==> src/design/tdc_enc_pkg.sv <==
// Shared types and constants for the TDC edge-time encoder.
package tdc_enc_pkg;

  localparam int unsigned NBINS      = 50;
  localparam int unsigned MAX_COARSE = 16;

  localparam int unsigned AMP_W    = 16;
  localparam int unsigned CODE_W   = 7;
  localparam int unsigned FINE_W   = 6;
  localparam int unsigned PHASE_W  = 2;
  localparam int unsigned COARSE_W = 4;
  localparam int unsigned PACK_W   = 14;
  localparam int unsigned CFG_IDX_W = 2;

  localparam logic [FINE_W-1:0]   NBINS_F      = FINE_W'(NBINS);
  localparam logic [COARSE_W-1:0] COARSE_LAST  = COARSE_W'(MAX_COARSE - 1);
  localparam logic [PACK_W-1:0]   FALL_WEIGHT  = PACK_W'(2 * NBINS);
  localparam logic [PHASE_W-1:0]  PHASE_LAST   = PHASE_W'(2);

  localparam logic [CODE_W-1:0] NO_TRANS_RST  = CODE_W'(63);
  localparam logic [CODE_W-1:0] ALREADY_RST   = CODE_W'(62);

  typedef enum logic [CFG_IDX_W-1:0] {
    CFG_THRESHOLD = 2'd0,
    CFG_NO_TRANS  = 2'd1,
    CFG_ALREADY   = 2'd2
  } cfg_idx_e;

  typedef struct packed {
    logic signed [AMP_W-1:0] amplitude;
    logic                    frame_start;
  } tdc_in_t;

  typedef struct packed {
    logic [PACK_W-1:0]   packed_tdc;
    logic [CODE_W-1:0]   rising_edge;
    logic [CODE_W-1:0]   falling_edge;
    logic [COARSE_W-1:0] coarse_index;
  } tdc_out_t;

  typedef struct packed {
    logic signed [AMP_W-1:0] threshold;
    logic [CODE_W-1:0]       no_trans_code;
    logic [CODE_W-1:0]       already_code;
  } tdc_cfg_t;

  typedef struct packed {
    logic                above;
    logic [CODE_W-1:0]   rise;
    logic [CODE_W-1:0]   fall;
    logic [FINE_W-1:0]   fine;
    logic [PHASE_W-1:0]  phase;
    logic [COARSE_W-1:0] coarse;
  } tdc_state_t;

endpackage

==> src/design/tdc_enc_step.sv <==
// Per-sample update: threshold compare, edge capture, counters and result packing.
module tdc_enc_step (
  input  tdc_enc_pkg::tdc_state_t cur_i,
  input  tdc_enc_pkg::tdc_cfg_t   cfg_i,
  input  tdc_enc_pkg::tdc_in_t    word_i,
  output tdc_enc_pkg::tdc_state_t nxt_o,
  output logic                    emit_o,
  output tdc_enc_pkg::tdc_out_t   res_o
);

  tdc_enc_pkg::tdc_state_t s0;
  logic [tdc_enc_pkg::FINE_W-1:0]   fine_inc;
  logic [tdc_enc_pkg::PACK_W-1:0]   fall_scaled;
  logic                             above_n;
  logic [tdc_enc_pkg::CODE_W-1:0]   rise_n;
  logic [tdc_enc_pkg::CODE_W-1:0]   fall_n;

  // frame start clears flag and counters first
  always_comb begin
    s0 = cur_i;
    if (word_i.frame_start) begin
      s0.above  = 1'b0;
      s0.fine   = '0;
      s0.phase  = '0;
      s0.coarse = '0;
    end
  end

  always_comb begin
    above_n = s0.above;
    rise_n  = s0.rise;
    fall_n  = s0.fall;
    if (s0.fine == '0) begin
      if (s0.above) begin
        rise_n = cfg_i.already_code;
        fall_n = cfg_i.no_trans_code;
      end else begin
        rise_n = cfg_i.no_trans_code;
        fall_n = cfg_i.already_code;
      end
    end
    if (s0.above) begin
      if ((s0.phase == '0) && (word_i.amplitude < cfg_i.threshold)) begin
        above_n = 1'b0;
        fall_n  = tdc_enc_pkg::CODE_W'(s0.fine);
      end
    end else if (word_i.amplitude > cfg_i.threshold) begin
      above_n = 1'b1;
      rise_n  = tdc_enc_pkg::CODE_W'(s0.fine);
      fall_n  = cfg_i.no_trans_code;
    end
  end

  assign fine_inc = s0.fine + 1'b1;
  assign emit_o   = (fine_inc == tdc_enc_pkg::NBINS_F);

  always_comb begin
    nxt_o.above  = above_n;
    nxt_o.rise   = rise_n;
    nxt_o.fall   = fall_n;
    nxt_o.fine   = emit_o ? '0 : fine_inc;
    nxt_o.phase  = (s0.phase >= tdc_enc_pkg::PHASE_LAST) ? '0 : s0.phase + 1'b1;
    nxt_o.coarse = s0.coarse;
    if (emit_o) begin
      nxt_o.coarse = (s0.coarse == tdc_enc_pkg::COARSE_LAST) ? '0 : s0.coarse + 1'b1;
    end
  end

  assign fall_scaled = tdc_enc_pkg::FALL_WEIGHT
                     * {{(tdc_enc_pkg::PACK_W - tdc_enc_pkg::CODE_W){1'b0}}, fall_n};

  assign res_o.packed_tdc   = {{(tdc_enc_pkg::PACK_W - tdc_enc_pkg::CODE_W){1'b0}}, rise_n}
                            + fall_scaled;
  assign res_o.rising_edge  = rise_n;
  assign res_o.falling_edge = fall_n;
  assign res_o.coarse_index = s0.coarse;

endmodule

==> src/design/tdc_edge_time_encoder.sv <==
// Top level of the threshold-crossing TDC edge-time encoder.
//
// Usage:
//   in channel  : one fine-time sample per word (amplitude, frame_start).
//   out channel : one word per coarse sample, after every NBINS fine samples,
//                 carrying rising/falling edge codes, their packed form and
//                 the coarse index within the frame.
//   cfg channel : threshold and the two special codes, always ready; write
//                 only while the block is idle.
// Timing: one sample per cycle while no closing sample is held off. A sample
//   that closes a coarse sample loads the output register as it is accepted.
// Throughput: one input word per cycle unless stalled (combinational step).
// Stall: samples that close no coarse sample are taken even while a result
//   waits. A closing sample is held off only while the output register is
//   full and the receiver is not taking it.
// Reset: flag, counters and output valid clear; threshold 0, no-transition
//   code 63, already-transition code 62.
module tdc_edge_time_encoder (
  input  logic                                   clk_i,
  input  logic                                   rst_ni,
  input  logic                                   in_valid_i,
  output logic                                   in_ready_o,
  input  tdc_enc_pkg::tdc_in_t                   in_data_i,
  output logic                                   out_valid_o,
  input  logic                                   out_ready_i,
  output tdc_enc_pkg::tdc_out_t                  out_data_o,
  input  logic                                   cfg_valid_i,
  output logic                                   cfg_ready_o,
  input  logic [tdc_enc_pkg::CFG_IDX_W-1:0]      cfg_index_i,
  input  logic [tdc_enc_pkg::AMP_W-1:0]          cfg_data_i
);

  tdc_enc_pkg::tdc_cfg_t   cfg_q;
  tdc_enc_pkg::tdc_state_t st_q, st_d;
  tdc_enc_pkg::tdc_out_t   res_d, res_q;
  logic                    out_valid_q;
  logic                    emit;
  logic                    in_fire;

  tdc_enc_step u_step (
    .cur_i  (st_q),
    .cfg_i  (cfg_q),
    .word_i (in_data_i),
    .nxt_o  (st_d),
    .emit_o (emit),
    .res_o  (res_d)
  );

  assign cfg_ready_o = 1'b1;
  assign in_ready_o  = !emit || !out_valid_q || out_ready_i;
  assign in_fire     = in_valid_i && in_ready_o;
  assign out_valid_o = out_valid_q;
  assign out_data_o  = res_q;

  always_ff @(posedge clk_i or negedge rst_ni) begin
    if (!rst_ni) begin
      cfg_q.threshold     <= '0;
      cfg_q.no_trans_code <= tdc_enc_pkg::NO_TRANS_RST;
      cfg_q.already_code  <= tdc_enc_pkg::ALREADY_RST;
    end else if (cfg_valid_i) begin
      unique case (cfg_index_i)
        tdc_enc_pkg::CFG_THRESHOLD: cfg_q.threshold     <= cfg_data_i;
        tdc_enc_pkg::CFG_NO_TRANS:  cfg_q.no_trans_code <= cfg_data_i[tdc_enc_pkg::CODE_W-1:0];
        tdc_enc_pkg::CFG_ALREADY:   cfg_q.already_code  <= cfg_data_i[tdc_enc_pkg::CODE_W-1:0];
        default: ;
      endcase
    end
  end

  always_ff @(posedge clk_i or negedge rst_ni) begin
    if (!rst_ni) begin
      st_q.above  <= 1'b0;
      st_q.rise   <= tdc_enc_pkg::NO_TRANS_RST;
      st_q.fall   <= tdc_enc_pkg::ALREADY_RST;
      st_q.fine   <= '0;
      st_q.phase  <= '0;
      st_q.coarse <= '0;
    end else if (in_fire) begin
      st_q <= st_d;
    end
  end

  always_ff @(posedge clk_i or negedge rst_ni) begin
    if (!rst_ni) begin
      out_valid_q <= 1'b0;
    end else if (in_fire && emit) begin
      out_valid_q <= 1'b1;
    end else if (out_ready_i) begin
      out_valid_q <= 1'b0;
    end
  end

  always_ff @(posedge clk_i) begin
    if (in_fire && emit) begin
      res_q <= res_d;
    end
  end

  a_fine_range: assert property (@(posedge clk_i) disable iff (!rst_ni)
    st_q.fine < tdc_enc_pkg::NBINS_F)
    else $error("fine position out of range");

  a_phase_range: assert property (@(posedge clk_i) disable iff (!rst_ni)
    st_q.phase <= tdc_enc_pkg::PHASE_LAST)
    else $error("mod-3 phase out of range");

  a_no_overwrite: assert property (@(posedge clk_i) disable iff (!rst_ni)
    (in_fire && emit) |-> (!out_valid_q || out_ready_i))
    else $error("pending result overwritten");

  a_valid_source: assert property (@(posedge clk_i) disable iff (!rst_ni)
    $rose(out_valid_q) |-> $past(in_fire && emit))
    else $error("result raised without a closing sample");

  a_fine_wrap: assert property (@(posedge clk_i) disable iff (!rst_ni)
    (in_fire && emit) |=> (st_q.fine == '0))
    else $error("fine position not cleared after result");

endmodule

==> config.mk <==
export PLATFORM = sky130hd
export DESIGN_NAME = tdc_edge_time_encoder
export DESIGN_NICKNAME = d
export VERILOG_FILES = /design/src/design/tdc_enc_pkg.sv /design/src/design/tdc_enc_step.sv /design/src/design/tdc_edge_time_encoder.sv
export SDC_FILE = /design/constraint.sdc
export NUM_CORES = 1
export LEC_CHECK = 0
export ABC_AREA = 1
export BUFFER_PORTS_ARGS = -buffer_cell sky130_fd_sc_hd__clkbuf_2
export CORE_ASPECT_RATIO = 0.75
export CORE_UTILIZATION = 32
export CTS_CLUSTER_SIZE = 28
export DETAILED_ROUTE_END_ITERATION = 10
export GPL_ROUTABILITY_DRIVEN = 0
export PLACE_DENSITY = 0.5
export SKIP_LAST_GASP = 1
export SLEW_MARGIN = 25
export SYNTH_ARGS = -nofsm -noshare
export SYNTH_HDL_FRONTEND = slang
export SYNTH_SLANG_ARGS = --single-unit
==> constraint.sdc <==
create_clock -name clk_i -period 11.3 [get_ports clk_i]
set_input_delay 0 -clock clk_i [delete_from_list [all_inputs] [get_ports clk_i]]
set_output_delay 0 -clock clk_i [all_outputs]
set_load 0.005 [all_outputs]
-- Word level (Yosys, flattened, before mapping)
Index checks and enable logic that the tools add are counted.
- output and inout bits: 35
- ROM bits: 0
- input port bits: 40
- memories kept: 0
- bits in latches: 0
- memory bits (writable): 0
- flip-flop bits (word level): 90
- shifts and indexed selects: 0
- div/mod/pow operators: 0
- $add $sub $neg: 4
- $mul: 1
- muxes and demuxes: 20
- $lt $le $gt $ge: 3
- bitwise logic cells: 0
- equality and inequality tests: 4
- reductions and logical operators: 14
- operators with widths (operator ; number):
    7-bit 2-to-1 mux ; 9
    16-bit greater-than comparator ; 1
    16-bit < comparator ; 1
    7-bit by 14-bit adder with 14-bit output ; 1
    5-bit by 7-bit multiplier with 12-bit output (first input constant) ; 1
    12-bit 2-to-1 mux ; 1
    4-bit 2-to-1 mux ; 2
    6-bit by 1-bit adder with 6-bit output (second input constant) ; 1
    6-bit equality test (second input constant) ; 1
    6-bit zero test ; 1
    1-bit 2-to-1 mux ; 6
    6-bit 2-to-1 mux ; 1
    2-bit AND reduction ; 3
    4-bit by 1-bit adder with 4-bit output (second input constant) ; 1
    4-bit equality test (second input constant) ; 1
    2-bit zero test ; 2
    1-bit logical AND ; 3
    2-bit by 1-bit adder with 2-bit output (second input constant) ; 1
    2-bit by 1-bit equality test with 1-bit output (second input constant) ; 1
    2-bit equality test (second input constant) ; 1
    2-bit greater-or-equal comparator (second input constant) ; 1
    1-bit zero test ; 2
    1-bit logical OR ; 2
    2-bit 2-to-1 mux ; 1
    2-bit nonzero test ; 1

-- Logic depth before layout (Yosys ltp)
- word-level depth: 9
- mapped depth: 38

-- By module
A second synthesis with hierarchy kept.
- cell total of the unflattened synthesis: 689
- area total of the unflattened synthesis: 5870.6 µm²
- by module, submodules not included (module ; area each (µm²) ; times used ; cells an instance):
    tdc_edge_time_encoder ; 3338.2 ; 1 ; 274
    tdc_enc_step ; 2532.4 ; 1 ; 415

-- Worst setup path after synthesis
No wires, ideal clock.
- path type: register to register
- start: register cfg_q[29] (netlist bit)
- end: register res_q (netlist bit out_data_o[30]) (data pin)
- data arrival time: 4.675 ns
- path buffers: 1
- library setup time: 0.253 ns
- slack: 6.372 ns
- stages on the path, launching flop included: 30
- period minus slack after synthesis: 4.928 ns
- data required time: 11.047 ns
- path through: dfrtp_1 > inv_1 > ha_1 > nand2_2 > o21bai_2 > nand2_1 > a21oi_2 > nand3_2 > nand4_2 > buf_4 > o22ai_1 > a31oi_1 > ha_1 > ha_1 > inv_1 > fa_1 > inv_1 > ha_1 > nand2_1 > nor2_1 > a211oi_1 > or2_2 > nand2_1 > a21oi_1 > xor2_1 > nand2_1 > nor2_1 > nand4_1 > nand3b_1 > nand2_1
- RTL lines (item ; line ; text):
    start, declared ; tdc_edge_time_encoder.sv:33 ; tdc_enc_pkg::tdc_cfg_t cfg_q;
    end signal, assigned ; tdc_edge_time_encoder.sv:95 ; res_q <= res_d;
    end, declared ; tdc_edge_time_encoder.sv:35 ; tdc_enc_pkg::tdc_out_t res_d, res_q;

==> implementation parameters <==
Parameter                              Value

Worst setup path
  Crit. Startpoint    cfg_q[29]$_DFFE_PN0P_
  CP Data Arrival Time    roughly 5.8 ns
  Sort of element at the start of the critical path    flop
  CP Buf/Inv Count    3
  Reg-to-reg startpoint    cfg_q[29]$_DFFE_PN0P_
  Setup crit end kind    flop
  Most frequent cell on the critical path    sky130_fd_sc_hd__nand2_1
  Stage delay of the slowest cell on the critical path    approximately 0.50 ns
  Slowest cell on crit path    sky130_fd_sc_hd__fa_1
  Kind of cell with the highest combined delay on the critical path    simple AND/OR/NAND/NOR gates
  Critical path fanouts, max    13
  Worst path required time    11.41 ns
  Classification of the worst setup path    reg2reg

Detailed routing
  Via density    ~4.5
  DRT Pass-1 Iters    5
  # DRC    0
  Final ANT Viol Nets    0
  DR vias    4,494
  Drt total wl    between 10 and 15 mm
  Post-DR wirelength/cell    ~13 µm
  Initial drt markers    roughly 210

Layout
  Antenna cell count    0
  Number of nets at the end of the flow    between 800 and 900
  Fillers    1,701
  Area occupied by registers    0.00238 mm²
  Fraction of final layout cells with drive strength greater than 1    ~22%
  Multi-input gate area in the final layout    0.00273 mm²
  Layout Area Growth over Synthesis    19.3%

Global routing
  Maximum number of pins on one net before global-route repair    approximately 60
  Total overflow reported by the global router    0
  First-pass GRT wire length    ~22 mm
  Number of antenna violations at the first check in global routing    0
  Total global-route track usage    between 10% and 20%
  Vias in the first global route    approximately 4.5k

STA
  Final setup fails    0
  Shortest period the worst path allows    between 5 and 6 ns
  Setup slack of the critical path after layout    between 5 and 6 ns
  Number of max-slew violations in the final report    0
  Setup skew after layout    0.00735 ns
  Total negative setup slack    0 ns
  Setup repair after global routing missed its margin    false
  Final Hold Viols    0
  Transition time at the pin with the least slew margin    around 0.75 ns
  Maximum clock rate    0.177 GHz
  Final worst path period share    50.0%
  Max transition margin    50.1%

Pwr
  Peak supply drop    about 0.18 mV
  Total Power Consumption    0.00164 W
  Leakage power    roughly 3.3 nW
  PD cells    around 250 mW/mm²

Floorplanning
  Core Area    ~0.017 mm²
  Num ports    between 70 and 80
  Floorplan die height    roughly 120 µm
  Die footprint    around 0.018 mm²
  Site row count    between 40 and 50
  Horizontal die dimension    around 150 µm
  Initial Utilization    about a third

Synth
  Share of synthesized flip-flops with an asynchronous set or reset    about two thirds
  Flip-flop and latch count after synthesis    88
  Sequential area share after synthesis    between 40% and 50%
  Cell types with the largest area share after synthesis    sky130_fd_sc_hd__dfrtp_1 16%, sky130_fd_sc_hd__edfxtp_1 16%, sky130_fd_sc_hd__ha_1 11%
  Share of the synthesized area in the top cell type    between 10% and 20%
  Net count after synthesis    between 700 and 800
  Syn Std Cell Area    0.00561 mm²
  Simple logic cell fraction of the synthesized area    23.0%
  Share of cell area taken by muxes after synthesis    less than 1%
  Fraction of the mapped netlist area in adder cells    between 10% and 20%
  Syn avg cell area    8.47 µm²
  Complex-gate fraction of the synthesized area    between 10 and 15%
  Leading register cell type out of synthesis    sky130_fd_sc_hd__dfrtp_1
  Xor/xnor share of the synthesized area    2.48%
  Main combinational cell family by area after synthesis    simple AND/OR/NAND/NOR gates
  Post-Syn Instances    roughly 660
  Number of distinct library cells after synthesis    48
  Total of warnings raised by yosys    0
  Number of enable-type register cells in the synthesized netlist    30
  Yosys top cell by area    sky130_fd_sc_hd__dfrtp_1

Clocking
  CTS H-tree depth    3
  CTS sink cnt    a little under 90
  Clock input transition at the sequential cells of the worst setup and hold paths    around 0.06 ns
  Post-CTS Resized    0
  Deepest clock path buffer count    2
  Number of CTS-inserted buffers    9
  TritonCTS clock tree    yes
  Post-CTS setup buffers    0
  Number of buffers inserted for hold repair after clock tree synthesis    19
  Clock insertion delay at the later pin of the skew report    approximately 0.35 ns
  Clock tree root buffer cell    sky130_fd_sc_hd__clkbuf_16

Run status
  Status    finished clean

Min path
  Worst min-delay path category    in2reg
  Hold_sp    cfg_valid_i

Placed design
  Dpl ws    between 5 and 6 ns
  Estimated wirelength of the detail-placed design    between 9 and 10 mm
  Port Buf Inserts    73

Job
  Number of max-cap violations    0
==> power breakdown <==
group,switching (W),total (W),internal (W)
Clock,0.000127,0.000318,0.000191
Combinational,0.000565,0.000879,0.000313
Sequential,0.0000223,0.000445,0.000423
Total,0.000715,0.00164,0.000927
==> flip-flops by register name (all words and copies together) (netlist names) <==
register     count
out_data_o      30
out_valid_o      1
st_q            27
cfg_q           30
==> routing by layer <==
metal	up-vias	part of all wire, %	wire length, µm	global-route usage, %
met1	2071	51	6590	21.3
met3	14	4.2	549	3.71
met5	-	0	0	0
li1	2334	-	-	-
met4	0	1.5	191	5.21
met2	75	44	5650	25.0
==> per-stage QoR <==
step / hold slack, ns / cell area (µm²) / util, % / std cells
6_report: 0.236 / 6690 / 39.4 / 990
5_1_grt: 0.277 / 6690 / 39.4 / 990
4_1_cts: 0.232 / 6690 / 39.4 / 990
3_5_place_dp: 0.203 / 6180 / 36.4 / 955
3_3_place_gp: 0.200 / 6180 / 36.4 / 955
2_1_floorplan: -0.296 / 5610 / - / 662
==> cells in the mapped netlist, types with 11 or more instances <==
| cell | number |
|---|---|
| sky130_fd_sc_hd__nand2_1 | 145 |
| sky130_fd_sc_hd__inv_1 | 94 |
| sky130_fd_sc_hd__o21ai_0 | 61 |
| sky130_fd_sc_hd__ha_1 | 50 |
| sky130_fd_sc_hd__nor2_1 | 50 |
| sky130_fd_sc_hd__dfrtp_1 | 36 |
| sky130_fd_sc_hd__edfxtp_1 | 30 |
| sky130_fd_sc_hd__dfstp_2 | 22 |
| sky130_fd_sc_hd__nand3_1 | 22 |
| sky130_fd_sc_hd__a21oi_1 | 20 |
| sky130_fd_sc_hd__nand2_2 | 16 |
| sky130_fd_sc_hd__nand4_1 | 11 |
==> cell type report <==
type / instances / area share (%)
clock buffers: 12 / 4.00
clock inverters: 4 / 0.748
inverters: 105 / 5.91
multi-input cells: 451 / 40.8
flip-flops and latches: 88 / 35.6
well taps: 236 / 4.41
repair buffers: 94 / 8.52
==> worst register-to-register path: cells and delay by family (launching register included) <==
| kind | cells | cell delay (ns) |
|---|---|---|
| XOR/XNOR | 1 | 0.27 |
| flip-flops | 1 | 0.32 |
| AND/OR/NAND/NOR | 14 | 1.99 |
| AO/OA/AOI/OAI | 3 | 0.91 |
| adder cells (fa/ha/maj) | 5 | 1.77 |
| buffers and inverters | 3 | 0.14 |
==> final timing paths <==
check                                                end  slack (ns)  cells after the start
worst min-delay path                cfg_q[8]$_DFFE_PN1P_        0.24                      3
min in group asynchronous          cfg_q[22]$_DFFE_PN0P_        0.35                      3
worst min register to register      st_q[19]$_DFFE_PN1P_        0.47                      2
worst max-delay path            out_data_o[31]$_DFFE_PP_        5.65                     26
max in group asynchronous           cfg_q[6]$_DFFE_PN0P_       10.46                      3
worst max register to register  out_data_o[31]$_DFFE_PP_        5.65                     26
==> cell usage in the layout, fill, tap and decap left out, types with 2 or more instances in the layout <==
master                          count
sky130_fd_sc_hd__nand3_1           21
sky130_fd_sc_hd__nor2_4             3
sky130_fd_sc_hd__nand3_2            9
sky130_fd_sc_hd__edfxtp_1          30
sky130_fd_sc_hd__inv_1             94
sky130_fd_sc_hd__buf_4              2
sky130_fd_sc_hd__o21ai_0           61
sky130_fd_sc_hd__nand2_1          145
sky130_fd_sc_hd__dfrtp_1           36
sky130_fd_sc_hd__nor2_2             3
sky130_fd_sc_hd__a21oi_2            2
sky130_fd_sc_hd__nor2_1            50
sky130_fd_sc_hd__o21ai_1            2
sky130_fd_sc_hd__clkbuf_16         10
sky130_fd_sc_hd__a21oi_1           20
sky130_fd_sc_hd__a31oi_1            7
sky130_fd_sc_hd__nand2_4            3
sky130_fd_sc_hd__ha_1              50
sky130_fd_sc_hd__nand3b_1           2
sky130_fd_sc_hd__o211ai_1           3
sky130_fd_sc_hd__o22ai_1            6
sky130_fd_sc_hd__nor3_2             2
sky130_fd_sc_hd__xor2_1            10
sky130_fd_sc_hd__fa_1               2
sky130_fd_sc_hd__nand4_1           11
sky130_fd_sc_hd__a211oi_1           3
sky130_fd_sc_hd__dlygate4sd3_1     19
sky130_fd_sc_hd__nand2_2           16
sky130_fd_sc_hd__dfstp_2           22
sky130_fd_sc_hd__nand3_4            2
sky130_fd_sc_hd__inv_2             10
sky130_fd_sc_hd__clkbuf_2          73
sky130_fd_sc_hd__xnor2_1            4
==> kinds of logic (layout without fill, tap and decap cells) <==
| kind of cell | after synthesis | count (layout) |
|---|---|---|
| flip-flops | 88 | 88 |
| AND/OR/NAND/NOR | 271 | 271 |
| buffers and inverters | 123 | 215 |
| XOR/XNOR | 15 | 15 |
| AO/OA/AOI/OAI | 111 | 111 |
| other | 1 | 1 |
| multiplexers | 1 | 1 |
| adder cells (fa/ha/maj) | 52 | 52 |
Power figures use the tool's default switching activity.
